### config.mk
export PLATFORM = sky130hd
export DESIGN_NAME = linear_probe_hash_map_top
export DESIGN_NICKNAME = d
export VERILOG_FILES = /design/src/design/lphm_pkg.sv /design/src/design/linear_probe_hash_map_top.sv /design/src/design/lphm_hash.sv /design/src/design/lphm_table.sv
export SDC_FILE = /design/constraint.sdc
export NUM_CORES = 2
export LEC_CHECK = 0
export BUFFER_PORTS_ARGS = -buffer_cell sky130_fd_sc_hd__buf_2
export CAP_MARGIN = 10
export CORE_MARGIN = 4
export CORE_UTILIZATION = 50
export CTS_CLUSTER_SIZE = 10
export DETAILED_ROUTE_END_ITERATION = 7
export GPL_TIMING_DRIVEN = 0
export PLACE_DENSITY = 0.68
export RECOVER_POWER = 25
export SLEW_MARGIN = 5
export SYNTH_ARGS = -nofsm -noshare
export SYNTH_HDL_FRONTEND = slang
export SYNTH_SLANG_ARGS = --single-unit
### constraint.sdc
create_clock -name clk -period 10.6 [get_ports clk]
set_input_delay 0.53 -clock clk [delete_from_list [all_inputs] [get_ports clk]]
set_output_delay 0.53 -clock clk [all_outputs]
set_load 0.005 [all_outputs]
### src/design/lphm_pkg.sv
package lphm_pkg;

	localparam int SLOTS     = 16;
	localparam int SLOT_BITS = $clog2(SLOTS);
	localparam int TRY_W     = SLOT_BITS + 1;
	localparam int KEY_BYTES = 8;
	localparam int KEY_W     = 64;
	localparam int VAL_W     = 32;
	localparam int CNT_W     = 5;

	localparam logic [63:0] FNV_BASIS = 64'hCBF29CE484222325;
	localparam logic [63:0] FNV_PRIME = 64'h00000100000001B3;

	// only the low index bits of the hash reach the slot number, and both xor and a
	// product modulo a power of two depend on the low bits alone
	localparam logic [SLOT_BITS-1:0] HASH_BASIS = FNV_BASIS[SLOT_BITS-1:0];
	localparam logic [SLOT_BITS-1:0] HASH_PRIME = FNV_PRIME[SLOT_BITS-1:0];

	localparam logic REQ_PUT = 1'b0;
	localparam logic REQ_GET = 1'b1;

	typedef enum logic [1:0] {
		ST_OK        = 2'd0,
		ST_NOT_FOUND = 2'd1,
		ST_FULL      = 2'd2
	} status_t;

	typedef enum logic [1:0] {
		S_CLEAR,
		S_IDLE,
		S_HASH,
		S_CHECK
	} state_t;

	typedef struct packed {
		logic             used;
		logic [KEY_W-1:0] key;
		logic [VAL_W-1:0] value;
	} entry_t;

	typedef struct packed {
		logic                 rd_en;
		logic [SLOT_BITS-1:0] rd_addr;
		logic                 wr_en;
		logic [SLOT_BITS-1:0] wr_addr;
		entry_t               wr_data;
	} tbl_req_t;

endpackage

### src/design/linear_probe_hash_map_top.sv
// channel | handshake           | payload
// --------+---------------------+---------------------------------------------
// in      | in_valid / in_ready | req_type, key_bytes, write_value
// out     | out_valid/out_ready | status, read_value, entry_count
//
// after reset a clearing pass writes every slot empty, one slot a cycle; in_ready
// stays low until it ends
// each item probes p slots (1 to SLOTS) before its result is registered; each probe
// is one read of the slot memory
// in_ready rises again the cycle after the result is registered, and a waiting
// result does not hold back the next item; a full output register stalls the final
// decision of the next item until the old result is taken
module linear_probe_hash_map_top (
	input  logic                              clk,
	input  logic                              arst_n,
	input  logic                              in_valid,
	output logic                              in_ready,
	input  logic                              req_type,
	input  logic [lphm_pkg::KEY_W-1:0]        key_bytes,
	input  logic signed [lphm_pkg::VAL_W-1:0] write_value,
	output logic                              out_valid,
	input  logic                              out_ready,
	output logic [1:0]                        status,
	output logic signed [lphm_pkg::VAL_W-1:0] read_value,
	output logic [lphm_pkg::CNT_W-1:0]        entry_count
);

	lphm_pkg::state_t state_q, state_d;

	// request held for the whole probe
	logic                          type_q;
	logic [lphm_pkg::KEY_W-1:0]    key_q;
	logic [lphm_pkg::VAL_W-1:0]    wval_q;

	logic [lphm_pkg::SLOT_BITS-1:0] clr_addr_q, clr_addr_d;
	logic [lphm_pkg::SLOT_BITS-1:0] idx_q, idx_d;
	logic [lphm_pkg::TRY_W-1:0]     tries_q, tries_d;
	logic [lphm_pkg::TRY_W-1:0]     occ_q, occ_d;

	// output register
	logic                          out_valid_q;
	logic [1:0]                    status_q, status_d;
	logic [lphm_pkg::VAL_W-1:0]    rval_q, rval_d;
	logic                          out_load;

	logic [lphm_pkg::KEY_W-1:0]     key_norm;
	logic [lphm_pkg::SLOT_BITS-1:0] home_idx;
	lphm_pkg::tbl_req_t             tbl_req;
	lphm_pkg::entry_t               ent;

	logic hit, empty, last_try, probe_done, out_free;

	lphm_hash u_hash (
		.key_raw  (key_q),
		.key_norm (key_norm),
		.home_idx (home_idx)
	);

	lphm_table u_table (
		.clk     (clk),
		.req     (tbl_req),
		.rd_data (ent)
	);

	// slot decision on the entry from the most recent table read
	assign hit        = ent.used && (ent.key == key_norm);
	assign empty      = !ent.used;
	assign last_try   = (tries_q == lphm_pkg::TRY_W'(lphm_pkg::SLOTS));
	assign probe_done = hit || empty || last_try;
	assign out_free   = !out_valid_q || out_ready;

	always_comb begin
		state_d    = state_q;
		clr_addr_d = clr_addr_q;
		idx_d      = idx_q;
		tries_d    = tries_q;
		occ_d      = occ_q;
		status_d   = status_q;
		rval_d     = rval_q;
		out_load   = 1'b0;
		in_ready   = 1'b0;
		tbl_req    = '0;
		unique case (state_q)
			lphm_pkg::S_CLEAR: begin
				tbl_req.wr_en   = 1'b1;
				tbl_req.wr_addr = clr_addr_q;
				tbl_req.wr_data = '0;
				clr_addr_d      = clr_addr_q + 1'b1;
				if (clr_addr_q == lphm_pkg::SLOT_BITS'(lphm_pkg::SLOTS - 1)) begin
					state_d = lphm_pkg::S_IDLE;
				end
			end
			lphm_pkg::S_IDLE: begin
				in_ready = 1'b1;
				if (in_valid) begin
					state_d = lphm_pkg::S_HASH;
				end
			end
			lphm_pkg::S_HASH: begin
				// first read at the home slot
				tbl_req.rd_en   = 1'b1;
				tbl_req.rd_addr = home_idx;
				idx_d           = home_idx;
				tries_d         = lphm_pkg::TRY_W'(1);
				state_d         = lphm_pkg::S_CHECK;
			end
			lphm_pkg::S_CHECK: begin
				if (!probe_done) begin
					// walk on to the next slot, wrapping at the end
					tbl_req.rd_en   = 1'b1;
					tbl_req.rd_addr = idx_q + 1'b1;
					idx_d           = idx_q + 1'b1;
					tries_d         = tries_q + 1'b1;
				end else if (out_free) begin
					out_load = 1'b1;
					state_d  = lphm_pkg::S_IDLE;
					rval_d   = '0;
					if (type_q == lphm_pkg::REQ_PUT) begin
						if (hit || empty) begin
							tbl_req.wr_en         = 1'b1;
							tbl_req.wr_addr       = idx_q;
							tbl_req.wr_data.used  = 1'b1;
							tbl_req.wr_data.key   = key_norm;
							tbl_req.wr_data.value = wval_q;
							status_d              = lphm_pkg::ST_OK;
							if (empty) begin
								occ_d = occ_q + 1'b1;
							end
						end else begin
							status_d = lphm_pkg::ST_FULL;
						end
					end else begin
						if (hit) begin
							status_d = lphm_pkg::ST_OK;
							rval_d   = ent.value;
						end else begin
							status_d = lphm_pkg::ST_NOT_FOUND;
						end
					end
				end
			end
			default: begin
				state_d = lphm_pkg::S_IDLE;
			end
		endcase
	end

	always_ff @(posedge clk or negedge arst_n) begin
		if (!arst_n) begin
			state_q     <= lphm_pkg::S_CLEAR;
			clr_addr_q  <= '0;
			occ_q       <= '0;
			out_valid_q <= 1'b0;
			tries_q     <= '0;
		end else begin
			state_q    <= state_d;
			clr_addr_q <= clr_addr_d;
			occ_q      <= occ_d;
			tries_q    <= tries_d;
			if (out_load) begin
				out_valid_q <= 1'b1;
			end else if (out_ready) begin
				out_valid_q <= 1'b0;
			end
		end
	end

	// payload registers
	always_ff @(posedge clk) begin
		if (in_valid && in_ready) begin
			type_q <= req_type;
			key_q  <= key_bytes;
			wval_q <= write_value;
		end
		idx_q    <= idx_d;
		status_q <= status_d;
		rval_q   <= rval_d;
		if (out_load) begin
			entry_count <= lphm_pkg::CNT_W'(occ_d);
		end
	end

	assign out_valid  = out_valid_q;
	assign status     = status_q;
	assign read_value = rval_q;

	// a finished result never overwrites one that is still waiting
	a_no_overwrite: assert property (@(posedge clk) disable iff (!arst_n)
		out_load |-> out_free)
		else $error("result loaded over a waiting result");

	// the count of filled slots stays within the table
	a_occ_range: assert property (@(posedge clk) disable iff (!arst_n)
		occ_q <= lphm_pkg::TRY_W'(lphm_pkg::SLOTS))
		else $error("entry count beyond slot count");

	// table full is only reported with every slot taken
	a_full_count: assert property (@(posedge clk) disable iff (!arst_n)
		(out_load && status_d == lphm_pkg::ST_FULL)
		|-> occ_q == lphm_pkg::TRY_W'(lphm_pkg::SLOTS))
		else $error("table full reported with free slots");

	// the probe never reads past a full lap of the table
	a_probe_bound: assert property (@(posedge clk) disable iff (!arst_n)
		(state_q == lphm_pkg::S_CHECK) |-> (tries_q != '0 &&
		tries_q <= lphm_pkg::TRY_W'(lphm_pkg::SLOTS)))
		else $error("probe count out of range");

	// no lookup is issued while the table is being cleared
	a_no_read_in_clear: assert property (@(posedge clk) disable iff (!arst_n)
		(state_q == lphm_pkg::S_CLEAR) |-> !tbl_req.rd_en && !in_ready)
		else $error("access during clearing pass");

endmodule

### src/design/lphm_hash.sv
// key normalisation and home slot from the fnv-1a hash
module lphm_hash (
	input  logic [lphm_pkg::KEY_W-1:0]     key_raw,
	output logic [lphm_pkg::KEY_W-1:0]     key_norm,
	output logic [lphm_pkg::SLOT_BITS-1:0] home_idx
);

	always_comb begin
		logic                           alive;
		logic [7:0]                     b;
		logic [lphm_pkg::SLOT_BITS-1:0] h;
		alive    = 1'b1;
		h        = lphm_pkg::HASH_BASIS;
		key_norm = '0;
		for (int i = 0; i < 8; i++) begin
			b = key_raw[8*i +: 8];
			if (i >= lphm_pkg::KEY_BYTES || b == 8'd0) begin
				alive = 1'b0;
			end
			if (alive) begin
				key_norm[8*i +: 8] = b;
				h = (h ^ lphm_pkg::SLOT_BITS'(b)) * lphm_pkg::HASH_PRIME;
			end
		end
		home_idx = h;
	end

endmodule

### src/design/lphm_table.sv
// slot memory, one write and one registered read per cycle
module lphm_table (
	input  logic               clk,
	input  lphm_pkg::tbl_req_t req,
	output lphm_pkg::entry_t   rd_data
);

	lphm_pkg::entry_t mem [lphm_pkg::SLOTS];

	always_ff @(posedge clk) begin
		if (req.wr_en) begin
			mem[req.wr_addr] <= req.wr_data;
		end
		if (req.rd_en) begin
			rd_data <= mem[req.rd_addr];
		end
	end

endmodule

==> metrics.txt <==
WL/cell 31.73 um; violated checks capacitance limit, slew limit, setup timing; clock transition time at the flip-flop clock pins of the worst setup and hold paths 0.05 ns; grt ovf 0; total via count in the routed design 45.96k; nets in the synthesized netlist 4718; post-detailed-route via-to-cell ratio 6.468; signed area change from the synthesized netlist to the final layout 19.88%; register area share after synthesis 0.7528; final net count 5310; worst r2r dst u_table.rd_data[15]; cell area after placement 0.07729 mm^2; CTS sink cnt 1806; Total Wirelength 225500 um; post-synthesis sequential element count 1806; cells on worst reg2reg path 47; FF-to-FF setup slack -1.33 ns; post-placement setup slack -3.592 ns; worst skew pair latency 0.83 ns; most common library cell in the layout ignoring fill and taps sky130_fd_sc_hd__edfxtp_1; total count of max-transition violations in the final report 394; final core area utilization 0.6060; PnR worst setup slack -1.332 ns; worst hold path stage count 3; commonest non-fill, non-tap cells in the layout sky130_fd_sc_hd__edfxtp_1, sky130_fd_sc_hd__nand2_1, sky130_fd_sc_hd__mux2i_1; total number of yosys warnings 0; unrepaired setup endpoints after global routing true; number of antenna violations at the first check in global routing 7; Starting Density 0.5055; kind of capture point of the worst setup path register; number of global-route vias before repair 43.96k; clock root buffer sky130_fd_sc_hd__clkbuf_16; fraction of synthesis flops using an asynchronous set or reset pin 0.009413; relative max-transition margin -1.675; Reg-to-Reg Start key_q[6]; Synth Area per Inst 15.67 um^2; critical path peak fanout 7; data required time at the worst endpoint 11.21 ns; initial DRC count 6663; data arrival time at the worst-slack endpoint 12.54 ns; maximum clock rate 83.81 MHz; 1st-pass router iterations 8; most frequent cell on the critical path sky130_fd_sc_hd__fa_1; hold path endpoint out_valid; predominant post-synthesis flop cell sky130_fd_sc_hd__edfxtp_1; number of input and output port buffers inserted 141; fraction of final layout cells sized beyond drive strength 1 0.1799; Fin. Hold Viols 0; transition time of the tightest slew-check pin 4.012 ns; hpwl dp 149600 um; slowest cell on the critical path sky130_fd_sc_hd__or4_4; Worst Path Class, Setup register to register; number of distinct library cell variants in the gate-level netlist after synthesis 84; core footprint 0.1423 mm^2; hold wc startpoint out_ready; height of the die 387.3 um; die footprint 0.1500 mm^2; longest individual stage delay on the worst path 0.58 ns; maximum number of pins on one net before global-route repair 50; result of the run complete, but fails checks; synthesized instance count 4589; final worst path period need 11.93 ns; Post-synth EDFFs 1789; worst-case clock skew 0.03874 ns; count of nets left with antenna violations after detail routing 0; CTS tree built; path category of the worst min-delay check input pin to register; Setup crit start kind register; Overall Global Routing Usage 0.2899; Residual DRC 0; summed instance area of the synthesized netlist 0.07192 mm^2; Post-Layout Inst Area 0.08622 mm^2; Max Cap Violations 20; period utilization 1.126; # setup viols final 98; number of ports placed on the die boundary 142; setup TNS after final layout -109.43 ns; number of placement rows 138; clock buffers created by TritonCTS 200; CTS H-Tree Depth 4; chip width 387.3 um; first-pass GRT wire length 313500 um; worst-case clock buffer depth 3; Final Wtd Congestion 0.9499
## sequential cells by signal, summed over array words and instances, names as in the netlist
signal / flops
read_value: 32
status: 2
occ_q: 5
clr_addr_q: 4
wval_q: 32
state_q: 2
u_table.rd_data: 97
idx_q: 4
entry_count: 5
key_q: 64
u_table.mem: 1552
out_valid: 1
tries_q: 5
type_q: 1
## worst max-delay path: cells and delay by family (launching register included)
family | cells | cell delay, ns
multiplexers | 3 | 0.76
adder cells (fa/ha/maj) | 8 | 3.53
flip-flops | 1 | 0.55
buffers and inverters | 5 | 0.72
XOR/XNOR | 8 | 1.55
AND/OR/NAND/NOR | 8 | 1.68
AO/OA/AOI/OAI | 15 | 2.88
## through the flow
stage / hold slack, ns / std cells
2_1_floorplan: 0.2344 / 4589
3_3_place_gp: 0.4594 / 6620
3_5_place_dp: 0.4821 / 6715
5_1_grt: 0.1782 / 7103
4_1_cts: 0.1180 / 7089
6_report: 0.1804 / 7106
## how the worst max path moves through the flow
stage / startpoint / end / slack, ns / cells after the start
floorplan: key_q[8] / u_table.mem[14][0] / -0.59 / 14
global placement: key_q[16] / u_table.mem[13][20] / -11.73 / 14
detailed placement: key_q[5] / u_table.rd_data[91] / -3.59 / 43
global route: key_q[5] / u_table.rd_data[47] / -1.63 / 48
CTS: key_q[6] / u_table.rd_data[63] / -1.38 / 48
finish: key_q[6] / u_table.rd_data[15] / -1.33 / 47
## per-layer routing
metal	up-vias	routed length [um]	track usage
met2	3235	99630	0.4311
met4	2	10500	0.1253
met3	513	28210	0.07800
met5	-	13	0
li1	19110	-	-
met1	23100	87150	0.4055
## cell usage after synthesis (53+ instances only)
cell                       count  share of area
sky130_fd_sc_hd__edfxtp_1   1789           0.75
sky130_fd_sc_hd__nand2_1     645          0.034
sky130_fd_sc_hd__mux2i_1     390          0.054
sky130_fd_sc_hd__clkbuf_1    164         0.0086
sky130_fd_sc_hd__nand3_1     122         0.0085
sky130_fd_sc_hd__nor2_1      121         0.0063
sky130_fd_sc_hd__a31oi_1     110         0.0096
sky130_fd_sc_hd__o22ai_1     104         0.0090
sky130_fd_sc_hd__and3_1       97         0.0084
sky130_fd_sc_hd__a211oi_1     96          0.010
sky130_fd_sc_hd__a221oi_1     95          0.012
sky130_fd_sc_hd__o21ai_1      65         0.0045
sky130_fd_sc_hd__o21ai_0      62         0.0043
sky130_fd_sc_hd__nand4_1      61         0.0053
sky130_fd_sc_hd__a32oi_1      54         0.0066
sky130_fd_sc_hd__mux2_2       53         0.0083
## what timing repair did
action / 4_1_cts / 5_1_grt
pin swaps: 34 / 62
hold buffers: 98 / 0
hold endpoints to repair: 114 / 0
cloned: 6 / 3
buffers inserted: 48 / 14
gates resized for setup: 278 / 215
setup endpoints to repair: 99 / 98
## cells by family after synthesis
kind of cell / share of synthesized area
AO/OA/AOI/OAI: 0.07268
XOR/XNOR: 0.01005
adder cells (fa/ha/maj): 0.005706
buffers and inverters: 0.02105
flip-flops: 0.7528
multiplexers: 0.06257
AND/OR/NAND/NOR: 0.07510
## area by class of cell
class                   instances  area [um^2]
plain buffers                 276         1873
diodes                          3        7.507
clock buffers                 214         5067
multi-input cells            2453        18150
inverters                      50        187.7
flip-flops and latches       1806        54150
repair buffers                394         4099
clock inverters                20        329.1
fillers                     10330        56050
well taps                    1890         2365
Power is left out: the tool's default activity adds up to more than one toggle a clock period on the data nets, which glitch-free logic cannot reach.
